--- src/sv/usr_pkg.sv ---
// ----------------------------------------------------------------------------
// usr_pkg
// Shared types and constants of the USB standard request responder.
// ----------------------------------------------------------------------------
package usr_pkg;

    // bRequest codes
    localparam logic [7:0] REQ_GET_STATUS    = 8'd0;
    localparam logic [7:0] REQ_CLEAR_FEATURE = 8'd1;
    localparam logic [7:0] REQ_SET_FEATURE   = 8'd3;
    localparam logic [7:0] REQ_SET_ADDRESS   = 8'd5;
    localparam logic [7:0] REQ_GET_DESC      = 8'd6;
    localparam logic [7:0] REQ_GET_CONFIG    = 8'd8;
    localparam logic [7:0] REQ_SET_CONFIG    = 8'd9;

    // bmRequestType values
    localparam logic [7:0] RT_OUT_DEVICE  = 8'h00;
    localparam logic [7:0] RT_IN_DEVICE   = 8'h80;
    localparam logic [7:0] RT_IN_ENDPOINT = 8'h82;

    // descriptor types
    localparam logic [7:0] DT_DEVICE = 8'd1;
    localparam logic [7:0] DT_CONFIG = 8'd2;
    localparam logic [7:0] DT_STRING = 8'd3;

    localparam logic [6:0] ADDR_MASK = 7'h7f;

    // ROM layout
    localparam logic [7:0] OFS_CONFIG = 8'd0;
    localparam logic [7:0] OFS_STR0   = 8'd18;
    localparam logic [7:0] OFS_STR1   = 8'd22;
    localparam logic [7:0] OFS_STR2   = 8'd42;
    localparam logic [7:0] DESC_LEN   = 8'd18;
    localparam logic [4:0] MAX_RUN    = 5'd31;
    localparam int         CONTENT_BYTES = 48;

    // configuration register indexes and reset values
    localparam int CFG_IDX_W = 2;
    localparam logic [CFG_IDX_W-1:0] CFG_VENDOR_ID  = 2'd0;
    localparam logic [CFG_IDX_W-1:0] CFG_PRODUCT_ID = 2'd1;
    localparam logic [CFG_IDX_W-1:0] CFG_DEV_REL    = 2'd2;
    localparam logic [15:0] VENDOR_ID_RST  = 16'h0403;
    localparam logic [15:0] PRODUCT_ID_RST = 16'h6001;
    localparam logic [15:0] DEV_REL_RST    = 16'h0400;
    localparam logic [15:0] BCD_USB        = 16'h0110;

    localparam logic [7:0] ROM_CONTENT [CONTENT_BYTES] = '{
        // configuration + interface descriptor
        8'd9, 8'd2, 8'd18, 8'd0, 8'd1, 8'd1, 8'd0, 8'h80, 8'd10,
        8'd9, 8'd4, 8'd0, 8'd0, 8'd0, 8'hff, 8'hff, 8'hff, 8'd0,
        // string 0: language id
        8'd4, 8'd3, 8'h09, 8'h04,
        // string 1: product name
        8'd20, 8'd3, 8'h73, 8'h00, 8'h69, 8'h00, 8'h6d, 8'h00, 8'h70, 8'h00,
        8'h6c, 8'h00, 8'h65, 8'h00, 8'h75, 8'h00, 8'h73, 8'h00, 8'h62, 8'h00,
        // string 2: serial
        8'd6, 8'd3, 8'h34, 8'h00, 8'h32, 8'h00
    };

    typedef struct packed {
        logic [7:0]  request_type;
        logic [7:0]  request_code;
        logic [15:0] setup_value;
        logic [15:0] max_length;
    } t_req;

    typedef struct packed {
        logic [7:0] data_byte;
        logic       has_data;
        logic       last;
        logic       handshake;
        logic [6:0] device_address;
        logic       address_enabled;
        logic [7:0] config_value;
    } t_rsp;

    typedef struct packed {
        logic [15:0] vendor_id;
        logic [15:0] product_id;
        logic [15:0] device_release;
    } t_cfg;

    typedef struct packed {
        logic       re;
        logic [7:0] addr;
    } t_rom_rd;

    function automatic logic [7:0] rom_init(input logic [7:0] a);
        logic [7:0] v;
        v = 8'd0;
        if (a < 8'(CONTENT_BYTES)) begin
            v = ROM_CONTENT[a[5:0]];
        end
        return v;
    endfunction

endpackage

--- src/sv/usr_chan_if.sv ---
// ----------------------------------------------------------------------------
// usr_chan_if
// Valid/ready channel carrying one payload beat.
// ----------------------------------------------------------------------------
interface usr_chan_if #(
    parameter type T = logic
);
    logic valid;
    logic ready;
    T     data;

    modport source (output valid, output data, input ready);
    modport sink   (input valid, input data, output ready);
endinterface

--- src/sv/usb_standard_request_responder.sv ---
// ----------------------------------------------------------------------------
// usb_standard_request_responder
// Answers USB standard control requests: one SETUP beat in, a run of
// data-stage beats and one final handshake beat out.
// ----------------------------------------------------------------------------
//
//   port          dir   beat payload
//   i_req         in    request_type, request_code, setup_value, max_length
//   o_rsp         out   data_byte, has_data, last, handshake,
//                       device_address, address_enabled, config_value
//   i_cfg_*       in    register write: vendor_id, product_id, device_release
//
// A data request runs through accept, a length state (ROM read of the first
// byte), n data beats at one per cycle while o_rsp does not stall, and the
// final beat; a descriptor clipped to zero bytes skips the data beats, other
// requests go from accept to the final beat. A ROM fill sweep after reset
// holds i_req.ready low. A stall on o_rsp holds the sequencer; the output
// register lets the next request be taken while the previous final beat waits.
//
module usb_standard_request_responder #(
    parameter int ROM_BYTES    = 64,
    parameter int PACKET_BYTES = 64
) (
    input  logic                          i_clk,
    input  logic                          i_rst_n,
    usr_chan_if.sink                      i_req,
    usr_chan_if.source                    o_rsp,
    input  logic                          i_cfg_we,
    input  logic [usr_pkg::CFG_IDX_W-1:0] i_cfg_index,
    input  logic [15:0]                   i_cfg_data
);
    import usr_pkg::*;

    t_cfg       r_cfg;
    t_rom_rd    rom_rd;
    logic [7:0] rom_rdata;
    logic       fill_done;

    // configuration registers; an index beyond the list is ignored
    always_ff @(posedge i_clk) begin
        if (!i_rst_n) begin
            r_cfg.vendor_id      <= VENDOR_ID_RST;
            r_cfg.product_id     <= PRODUCT_ID_RST;
            r_cfg.device_release <= DEV_REL_RST;
        end else if (i_cfg_we) begin
            case (i_cfg_index)
                CFG_VENDOR_ID:  r_cfg.vendor_id      <= i_cfg_data;
                CFG_PRODUCT_ID: r_cfg.product_id     <= i_cfg_data;
                CFG_DEV_REL:    r_cfg.device_release <= i_cfg_data;
                default: begin
                end
            endcase
        end
    end

    // descriptor memory
    usr_rom #(
        .ROM_BYTES (ROM_BYTES)
    ) u_rom (
        .i_clk       (i_clk),
        .i_rst_n     (i_rst_n),
        .i_rd        (rom_rd),
        .o_rdata     (rom_rdata),
        .o_fill_done (fill_done)
    );

    // decode, device state, byte sequencer and output register
    usr_seq #(
        .PACKET_BYTES (PACKET_BYTES)
    ) u_seq (
        .i_clk       (i_clk),
        .i_rst_n     (i_rst_n),
        .i_cfg       (r_cfg),
        .i_fill_done (fill_done),
        .i_req_valid (i_req.valid),
        .o_req_ready (i_req.ready),
        .i_req       (i_req.data),
        .o_rsp_valid (o_rsp.valid),
        .i_rsp_ready (o_rsp.ready),
        .o_rsp       (o_rsp.data),
        .o_rd        (rom_rd),
        .i_rdata     (rom_rdata)
    );

endmodule

--- src/sv/usr_rom.sv ---
// ----------------------------------------------------------------------------
// usr_rom
// Descriptor memory: filled by a sweep after reset, registered read.
// ----------------------------------------------------------------------------
module usr_rom #(
    parameter int ROM_BYTES = 64
) (
    input  logic            i_clk,
    input  logic            i_rst_n,
    input  usr_pkg::t_rom_rd i_rd,
    output logic [7:0]      o_rdata,
    output logic            o_fill_done
);
    import usr_pkg::*;

    localparam int AW = $clog2(ROM_BYTES);

    logic [7:0]    r_mem [ROM_BYTES];
    logic [AW-1:0] r_fill_idx;
    logic          r_filling;
    logic [7:0]    r_rdata;
    logic          r_hit;
    logic          n_hit;

    assign n_hit = {1'b0, i_rd.addr} < 9'(ROM_BYTES);

    always_ff @(posedge i_clk) begin
        if (!i_rst_n) begin
            r_filling  <= 1'b1;
            r_fill_idx <= '0;
        end else if (r_filling) begin
            r_fill_idx <= r_fill_idx + AW'(1);
            if (r_fill_idx == AW'(ROM_BYTES - 1)) begin
                r_filling <= 1'b0;
            end
        end
    end

    always_ff @(posedge i_clk) begin
        if (r_filling) begin
            r_mem[r_fill_idx] <= rom_init(8'(r_fill_idx));
        end
        if (i_rd.re) begin
            r_rdata <= r_mem[i_rd.addr[AW-1:0]];
            r_hit   <= n_hit;
        end
    end

    assign o_rdata     = r_hit ? r_rdata : 8'd0;
    assign o_fill_done = !r_filling;

endmodule

--- src/sv/usr_seq.sv ---
// ----------------------------------------------------------------------------
// usr_seq
// Request decode, device state and the byte sequencer of the data stage.
// ----------------------------------------------------------------------------
module usr_seq #(
    parameter int PACKET_BYTES = 64
) (
    input  logic              i_clk,
    input  logic              i_rst_n,
    input  usr_pkg::t_cfg     i_cfg,
    input  logic              i_fill_done,
    input  logic              i_req_valid,
    output logic              o_req_ready,
    input  usr_pkg::t_req     i_req,
    output logic              o_rsp_valid,
    input  logic              i_rsp_ready,
    output usr_pkg::t_rsp     o_rsp,
    output usr_pkg::t_rom_rd  o_rd,
    input  logic [7:0]        i_rdata
);
    import usr_pkg::*;

    typedef enum logic [3:0] {
        S_IDLE = 4'b0001,
        S_LEN  = 4'b0010,
        S_DATA = 4'b0100,
        S_LAST = 4'b1000
    } t_state;

    typedef enum logic [1:0] {
        K_ZERO = 2'd0,
        K_CONF = 2'd1,
        K_DEV  = 2'd2,
        K_ROM  = 2'd3
    } t_kind;

    t_state r_state, n_state;
    logic [6:0] r_address, n_address;
    logic       r_addr_en, n_addr_en;
    logic [7:0] r_config, n_config;
    logic       r_out_valid, n_out_valid;
    t_rsp       r_out, n_out;

    t_kind      r_kind, n_kind;
    logic       r_ok, n_ok;
    logic [7:0] r_base, n_base;
    logic [7:0] r_fixlen, n_fixlen;
    logic       r_rom_len, n_rom_len;
    logic       r_clip, n_clip;
    logic [4:0] r_cap, n_cap;
    logic [4:0] r_len, n_len;
    logic [4:0] r_idx, n_idx;

    logic       slot_free;
    logic       accept;
    logic [7:0] raw_len;
    logic [4:0] run_len;
    logic [7:0] dtype;
    logic [7:0] didx;
    logic [7:0] data_byte;

    function automatic logic [7:0] device_byte(input logic [4:0] i, input t_cfg c);
        logic [7:0] v;
        v = 8'd0;
        case (i)
            5'd0:  v = DESC_LEN;
            5'd1:  v = DT_DEVICE;
            5'd2:  v = BCD_USB[7:0];
            5'd3:  v = BCD_USB[15:8];
            5'd7:  v = 8'(PACKET_BYTES);
            5'd8:  v = c.vendor_id[7:0];
            5'd9:  v = c.vendor_id[15:8];
            5'd10: v = c.product_id[7:0];
            5'd11: v = c.product_id[15:8];
            5'd12: v = c.device_release[7:0];
            5'd13: v = c.device_release[15:8];
            5'd14: v = 8'd1;
            5'd15: v = 8'd2;
            5'd17: v = 8'd1;
            default: v = 8'd0;
        endcase
        return v;
    endfunction

    assign slot_free   = !r_out_valid || i_rsp_ready;
    assign o_req_ready = (r_state == S_IDLE) && i_fill_done;
    assign accept      = o_req_ready && i_req_valid;
    assign dtype       = i_req.setup_value[15:8];
    assign didx        = i_req.setup_value[7:0];

    // run length: descriptor length from ROM or fixed; for descriptors clipped to wLength, capped at MAX_RUN
    assign raw_len = r_rom_len ? i_rdata : r_fixlen;
    always_comb begin
        run_len = raw_len[4:0];
        if (r_clip && ({3'b0, r_cap} < raw_len)) begin
            run_len = r_cap;
        end
    end

    always_comb begin
        case (r_kind)
            K_ZERO:  data_byte = 8'd0;
            K_CONF:  data_byte = r_config;
            K_DEV:   data_byte = device_byte(r_idx, i_cfg);
            default: data_byte = i_rdata;
        endcase
    end

    always_comb begin
        n_state     = r_state;
        n_address   = r_address;
        n_addr_en   = r_addr_en;
        n_config    = r_config;
        n_out_valid = r_out_valid && !i_rsp_ready;
        n_out       = r_out;
        n_kind      = r_kind;
        n_ok        = r_ok;
        n_base      = r_base;
        n_fixlen    = r_fixlen;
        n_rom_len   = r_rom_len;
        n_clip      = r_clip;
        n_cap       = r_cap;
        n_len       = r_len;
        n_idx       = r_idx;
        o_rd.re     = 1'b0;
        o_rd.addr   = r_base + 8'(r_idx) + 8'd1;

        unique case (r_state)
            S_IDLE: begin
                if (accept) begin
                    n_kind    = K_ZERO;
                    n_ok      = 1'b0;
                    n_base    = OFS_CONFIG;
                    n_fixlen  = 8'd0;
                    n_rom_len = 1'b0;
                    n_clip    = 1'b0;
                    n_cap     = (i_req.max_length >= 16'(MAX_RUN)) ? MAX_RUN
                                                                   : i_req.max_length[4:0];
                    n_state   = S_LAST;
                    unique case (i_req.request_code) inside
                        REQ_CLEAR_FEATURE, REQ_SET_FEATURE: begin
                            n_ok = 1'b1;
                        end
                        REQ_GET_STATUS: begin
                            if (i_req.request_type >= RT_IN_DEVICE &&
                                i_req.request_type <= RT_IN_ENDPOINT) begin
                                n_ok     = 1'b1;
                                n_fixlen = 8'd2;
                                n_state  = S_LEN;
                            end
                        end
                        REQ_SET_ADDRESS: begin
                            if (i_req.request_type == RT_OUT_DEVICE) begin
                                n_ok      = 1'b1;
                                n_address = i_req.setup_value[6:0] & ADDR_MASK;
                                n_addr_en = 1'b1;
                            end
                        end
                        REQ_GET_DESC: begin
                            if (i_req.request_type == RT_IN_DEVICE) begin
                                n_clip = 1'b1;
                                if (dtype == DT_DEVICE && didx == 8'd0) begin
                                    n_ok     = 1'b1;
                                    n_kind   = K_DEV;
                                    n_fixlen = DESC_LEN;
                                    n_state  = S_LEN;
                                end else if (dtype == DT_CONFIG && didx == 8'd0) begin
                                    n_ok     = 1'b1;
                                    n_kind   = K_ROM;
                                    n_fixlen = DESC_LEN;
                                    n_state  = S_LEN;
                                end else if (dtype == DT_STRING && didx <= 8'd2) begin
                                    n_ok      = 1'b1;
                                    n_kind    = K_ROM;
                                    n_rom_len = 1'b1;
                                    n_base    = (didx == 8'd0) ? OFS_STR0 :
                                                (didx == 8'd1) ? OFS_STR1 : OFS_STR2;
                                    n_state   = S_LEN;
                                end
                            end
                        end
                        REQ_GET_CONFIG: begin
                            if (i_req.request_type == RT_IN_DEVICE) begin
                                n_ok     = 1'b1;
                                n_kind   = K_CONF;
                                n_fixlen = 8'd1;
                                n_state  = S_LEN;
                            end
                        end
                        REQ_SET_CONFIG: begin
                            if (i_req.request_type == RT_OUT_DEVICE) begin
                                n_ok     = 1'b1;
                                n_config = i_req.setup_value[7:0];
                            end
                        end
                        default: begin
                            n_ok = 1'b0;
                        end
                    endcase
                    // fetch the first byte; for strings it is the length
                    o_rd.re   = 1'b1;
                    o_rd.addr = n_base;
                end
            end
            S_LEN: begin
                n_idx = 5'd0;
                n_len = run_len;
                if (run_len == 5'd0) begin
                    n_state = S_LAST;
                end else begin
                    o_rd.re   = 1'b1;
                    o_rd.addr = r_base;
                    n_state   = S_DATA;
                end
            end
            S_DATA: begin
                if (slot_free) begin
                    n_out_valid           = 1'b1;
                    n_out.data_byte       = data_byte;
                    n_out.has_data        = 1'b1;
                    n_out.last            = 1'b0;
                    n_out.handshake       = 1'b0;
                    n_out.device_address  = r_address;
                    n_out.address_enabled = r_addr_en;
                    n_out.config_value    = r_config;
                    if (r_idx == r_len - 5'd1) begin
                        n_state = S_LAST;
                    end else begin
                        n_idx   = r_idx + 5'd1;
                        o_rd.re = 1'b1;
                    end
                end
            end
            S_LAST: begin
                if (slot_free) begin
                    n_out_valid           = 1'b1;
                    n_out.data_byte       = 8'd0;
                    n_out.has_data        = 1'b0;
                    n_out.last            = 1'b1;
                    n_out.handshake       = !r_ok;
                    n_out.device_address  = r_address;
                    n_out.address_enabled = r_addr_en;
                    n_out.config_value    = r_config;
                    n_state               = S_IDLE;
                end
            end
            default: begin
                n_state = S_IDLE;
            end
        endcase
    end

    always_ff @(posedge i_clk) begin
        if (!i_rst_n) begin
            r_state     <= S_IDLE;
            r_address   <= 7'd0;
            r_addr_en   <= 1'b0;
            r_config    <= 8'd0;
            r_out_valid <= 1'b0;
        end else begin
            r_state     <= n_state;
            r_address   <= n_address;
            r_addr_en   <= n_addr_en;
            r_config    <= n_config;
            r_out_valid <= n_out_valid;
        end
    end

    always_ff @(posedge i_clk) begin
        r_out     <= n_out;
        r_kind    <= n_kind;
        r_ok      <= n_ok;
        r_base    <= n_base;
        r_fixlen  <= n_fixlen;
        r_rom_len <= n_rom_len;
        r_clip    <= n_clip;
        r_cap     <= n_cap;
        r_len     <= n_len;
        r_idx     <= n_idx;
    end

    assign o_rsp_valid = r_out_valid;
    assign o_rsp       = r_out;

endmodule
--- src/flat_wrapper.sv ---
// flat-port wrapper written by rule: the top's interface ports become plain ports
module usb_standard_request_responder_flat import usr_pkg::*;
#(
    parameter int ROM_BYTES    = 64,
    parameter int PACKET_BYTES = 64
)
  (i_clk, i_rst_n, i_cfg_we, i_cfg_index, i_cfg_data, i_req_valid, i_req_data, i_req_ready, o_rsp_valid, o_rsp_data, o_rsp_ready);
  usr_chan_if i_req_i ();
  usr_chan_if o_rsp_i ();
  input  logic i_clk;
  input  logic i_rst_n;
  input  logic i_cfg_we;
  input  logic [usr_pkg::CFG_IDX_W-1:0] i_cfg_index;
  input  logic [15:0] i_cfg_data;
  input wire logic [$bits(i_req_i.valid)-1:0] i_req_valid;
  input wire logic [$bits(i_req_i.data)-1:0] i_req_data;
  output wire logic [$bits(i_req_i.ready)-1:0] i_req_ready;
  output wire logic [$bits(o_rsp_i.valid)-1:0] o_rsp_valid;
  output wire logic [$bits(o_rsp_i.data)-1:0] o_rsp_data;
  input wire logic [$bits(o_rsp_i.ready)-1:0] o_rsp_ready;
  assign i_req_i.valid = i_req_valid;
  assign i_req_i.data = i_req_data;
  assign i_req_ready = i_req_i.ready;
  assign o_rsp_valid = o_rsp_i.valid;
  assign o_rsp_data = o_rsp_i.data;
  assign o_rsp_i.ready = o_rsp_ready;
  usb_standard_request_responder #(.ROM_BYTES(ROM_BYTES), .PACKET_BYTES(PACKET_BYTES)) u_core (.i_clk(i_clk), .i_rst_n(i_rst_n), .i_req(i_req_i), .o_rsp(o_rsp_i), .i_cfg_we(i_cfg_we), .i_cfg_index(i_cfg_index), .i_cfg_data(i_cfg_data));
endmodule
--- config.mk ---
export PLATFORM = sky130hd
export DESIGN_NAME = usb_standard_request_responder_flat
export DESIGN_NICKNAME = d
export VERILOG_FILES = /design/src/sv/usr_pkg.sv /design/src/sv/usr_chan_if.sv /design/src/sv/usb_standard_request_responder.sv /design/src/sv/usr_rom.sv /design/src/sv/usr_seq.sv /design/src/flat_wrapper.sv
export SDC_FILE = /design/constraint.sdc
export NUM_CORES = 1
export LEC_CHECK = 0
export BUFFER_PORTS_ARGS = -buffer_cell sky130_fd_sc_hd__buf_4
export CORE_AREA = 4 4 41 43
export DETAILED_ROUTE_END_ITERATION = 10
export DIE_AREA = 0 0 45 47
export PLACE_DENSITY_LB_ADDON = 0.08
export SLEW_MARGIN = 20
export SYNTH_ARGS = -nofsm -noshare
export SYNTH_HDL_FRONTEND = slang
export SYNTH_SLANG_ARGS = --single-unit
--- constraint.sdc ---
create_clock -name i_clk -period 1.7 [get_ports i_clk]
set_input_delay 0.17 -clock i_clk [delete_from_list [all_inputs] [get_ports i_clk]]
set_output_delay 0.17 -clock i_clk [all_outputs]
set_load 0.02 [all_outputs]
### Yosys cells after proc, flatten, opt, wreduce, memory -nomap -nowiden

Cells that the tools add are included.
W data, S select, Z words.

* add/subtract/negate cells: 2
* eq/ne operators: 11
* mux-type cells: 15
* reduce and logical (&&, ||, !) cells: 13

Operators with widths (number)
* $mux W4: 4
* $pmux W4 S4: 1
* $mux W5: 2
* $ne A2 B2 Y1 const B: 5
* $pmux W5 S2: 1
* $add A6 B1 Y6 const B: 1
* $eq A6 B6 Y1 const B: 1
* $mux W1: 6
* $reduce_and A3 Y1: 2
* $add A5 B1 Y5 const B: 1
* $eq A5 B5 Y1 const B: 1
* $eq A4 B1 Y1 const B: 1
* $eq A4 B2 Y1 const B: 1
* $eq A4 B3 Y1 const B: 1
* $eq A4 B4 Y1 const B: 1
* $reduce_and A4 Y1: 1
* $reduce_bool A2 Y1: 2
* $logic_and A1 B1 Y1: 3
* $logic_not A1 Y1: 3
* $pmux W1 S2: 1
* $reduce_or A2 Y1: 1
* $logic_or A1 B1 Y1: 1

* flip-flop bits (word level): 18
* input port bits: 24
* output and inout port bits: 3
* logic and storage cells: 47

### Logic depth before layout (Yosys ltp)

* word-level depth: 5
* mapped depth: 4
* mapped depth without buffers: 4

### Modules after synthesis

From an unflattened synthesis, not the netlist that was laid out.

* cell total of the unflattened synthesis: 1652
* area total of the unflattened synthesis: 27483.9 µm²

By module, submodules not included
* usr_rom: instances 1, cells each 1044, area an instance 21204.1 µm², seq. area each 15785.1 µm²
* usr_seq: instances 1, cells each 423, area an instance 4434.3 µm², seq. area each 2042.0 µm²
* usb_standard_request_responder: instances 1, cells each 185, area an instance 1845.5 µm², seq. area each 960.9 µm²

### Worst setup path after synthesis

No wires, ideal clock.

* path kind: reg2out
* from: register u_core.u_rom.r_filling
* to: output port i_req_ready
* data arrival time: 0.971 ns
* required time: 1.530 ns
* setup slack: 0.559 ns
* stages on the path, launching flop included: 3
* path buffers: 1
* cells stage by stage: dfxtp_1 > buf_4 > nor3b_1

* word-level cells in the longest chain between the ends: 2

RTL lines
* start, declared: RTL line usr_rom.sv:20 `logic r_filling;`
* start signal, assigned: RTL line usr_rom.sv:29 `r_filling <= 1'b1;`
* start signal, assigned: RTL line usr_rom.sv:34 `r_filling <= 1'b0;`
* $logic_not A1 Y1: RTL line usr_rom.sv:50 `assign o_fill_done = !r_filling;`
* $logic_and A1 B1 Y1: RTL line usr_seq.sv:86 `assign o_req_ready = (r_state == S_IDLE) && i_fill_done;`
* end, declared: RTL line flat_wrapper.sv:17 `output wire logic [$bits(i_req_i.ready)-1:0] i_req_ready;`

Every way passes these cells.

==> results.py <==
metrics = {
    "grt": {
        "grt_first_pass_wirelength_mm": 1.33,
        "antenna_found_initial": 0,
        "grt-ovfl-total": 0,
        "grt_pass1_vias": 324,
        "track_usage": 0.0952,
        "grt_max_degree": 11,
    },
    "floorplanning": {
        "fp-row-count": 13,
        "die_x_um": 45,
        "die-height_um": 47,
        "initial_utilization": 0.325,
        "core_um2": 1300,
        "num_io_pins": 27,
        "dieArea_um2": 2120,
    },
    "min_path": {
        "holdCritPathClass": "in2reg",
    },
    "drt": {
        "ant_nets": 0,
        "vias": 305,
        "wl_met3_um": 23,
        "drt-total-wl_um": 770,
        "wl_met2_um": 401,
        "first_pass_iters": 2,
        "drt-met1-wl_um": 317,
        "highest_layer": "met4",
        "drc": 0,
        "drt_iter0_drc": 1,
        "wl_per_cell_um": 11.8,
        "drt-vias-per-instance": 4.69,
    },
    "worst_setup_path": {
        "crit_fanout": 8,
        "worstPathArrival_ps": 1460,
        "critPathKind": "reg2reg",
        "startpoint_type": "flip-flop",
        "crit_required_ps": 1890,
        "cp-end-kind": "flip-flop",
    },
    "power": {
        "switching_power_uw": 96.7,
        "intPower_uw": 336,
        "p_sw_frac": 0.223,
        "p_per_area_nw_per_um2": 890,
        "p_clk_frac": 0.371,
        "p_leak_uw": 0.000204,
        "pwr-share-comb": 0.058,
        "ir_worst_vdd_uv": 349,
        "pwr-share-seq": 0.571,
    },
    "place": {
        "numPortBuffers": 5,
        "detailed_place_hpwl_um": 572,
        "place_congestion": 0.665,
    },
    "status": {
        "status": "finished clean",
    },
    "logic_synthesis": {
        "synth-warning-count": 0,
        "synth_top_cell_area_share": 0.473,
        "syn_area_um2": 423,
        "async_flop_share": 0,
        "synth_edf_count": 0,
        "yosysTopAreaCell": "dfxtp_1",
        "synth.most_common_cell": "dfxtp_1",
        "syn-num-nets": 69,
        "synth_cell_types": 22,
        "synth_commonest_cells": "10 x dfxtp_1, 5 x nand2_1, 4 x and2_1, 3 x o21ai_0, 3 x xnor2_1",
        "yosys_register_bits": 10,
        "ys_seq_area_frac": 0.473,
        "synth_area_per_cell_um2": 9.61,
        "yosys_most_used_dff": "dfxtp_1",
        "synthCells": 44,
        "synth_area_leaders": "dfxtp_1 47%, xnor2_1 6.2%, and2_1 5.9%, nand2_1 4.4%, o21ai_0 3.6%",
    },
    "timing": {
        "hold_viol": 0,
        "max_clock_freq_ghz": 0.787,
        "drv_slew": 0,
        "fin_crit_ps": 1270,
        "setup_tns_ps": 0,
        "clock_skew_ps": 2.43,
        "rsz0062_at_grt": "no",
        "final.period_utilization": 0.747,
        "setup-violations-final": 0,
    },
    "clocking": {
        "postCtsSetupRepairBufs": 0,
        "cts_sinks": 10,
        "path_clk_slew_ps": 60,
        "numCtsBuffers": 3,
        "cts-root-buf": "clkbuf_4",
        "cts_max_level": 1,
        "cts_resized": 0,
        "clkLatencyLatePin_ps": 260,
        "hold_buffers": 0,
        "clockBufferDepth": 2,
        "cts_tree": "done",
    },
    "job": {
        "maxCapViolCount": 0,
    },
    "cells_and_area": {
        "final_nets": 77,
        "final_util": 0.374,
        "drive_above_1_share": 0.180,
        "insertedDiodeCount": 0,
        "area_growth_pct": 15.1,
    },
}
[through the flow]
stage                     cells  power [µW]  setup slack (ps)  hold WS, ps  area [µm²]
after floorplan              44         269               559          232         423
after global placement       62         276               467          400         464
after detailed placement     62         278               440          401         464
after CTS                    65         438               428          125         487
after global routing         65         455               339          125         487
final                        65         433               430          129         487
[logic make-up after synthesis]
group | after synthesis | synth area share
flops | 10 | 0.473
fa+ha+maj | 1 | 0.0296
simple gates | 19 | 0.257
buf+inv | 2 | 0.0355
xor+xnor | 4 | 0.0829
other cells | 1 | 0.00887
mux | 1 | 0.0237
compound gates | 6 | 0.0888
[cell type report]
| cell class | instances | area, µm² |
|---|---|---|
| clock buffer | 3 | 22.5 |
| fill | 145 | 815 |
| multi-input combinational | 32 | 208 |
| sequential | 10 | 200 |
| tap | 15 | 18.8 |
| timing repair buffer | 5 | 37.5 |
[path summary, 6_finish.rpt]
kind | startpoint | endpoint | slack (ps) | cells after the start
hold / removal | i_rst_n | u_core.u_rom.r_filling$_SDFF_PN1_ | 130 | 2
setup / recovery | u_core.u_rom.r_filling$_SDFF_PN1_ | u_core.u_rom.r_fill_idx[5]$_SDFFE_PN0P_ | 430 | 3
setup reg to reg | u_core.u_rom.r_filling$_SDFF_PN1_ | u_core.u_rom.r_fill_idx[5]$_SDFFE_PN0P_ | 430 | 3
hold reg to reg | u_core.u_rom.r_fill_idx[5]$_SDFFE_PN0P_ | u_core.u_rom.r_fill_idx[5]$_SDFFE_PN0P_ | 490 | 2
[sequential cells by signal (all words and copies together) (netlist names)]
name	cells
u_core.u_seq.r_state	2
u_core.u_rom.r_fill_idx	6
u_core.u_rom.r_filling	1
u_core.u_seq.o_rsp_valid	1
[power groups by stage]
stage | registers (µW) | logic [µW] | clock network, µW
2_1_floorplan | 251 | 17.6 | 0
3_3_place_gp | 252 | 24.5 | 0
3_5_place_dp | 253 | 25.5 | 0
4_1_cts | 247 | 25.6 | 165
5_1_grt | 248 | 29.1 | 178
6_report | 247 | 25.0 | 161
[layer usage]
metal | GRT usage | vias to the layer above
li1 | - | 159
met2 | 0.153 | 5
met1 | 0.0897 | 137
met3 | 0.0230 | 4
met4 | 0.123 | 0
met5 | 0 | -
[critical path: stages (launching register included)]
cell      delay, ps
dfxtp_1         510
nand4_2         180
or3_1           370
a21boi_1        140
[placed cells by master, fill, tap and decap left out, types with 2 or more instances in the layout]
cell / instances
xnor2_1: 3
and2_1: 4
clkbuf_4: 3
nand2_1: 5
nand2b_1: 2
dfxtp_1: 10
o21ai_0: 3
buf_4: 5
Note: power is estimated with default switching activity, not from simulation.
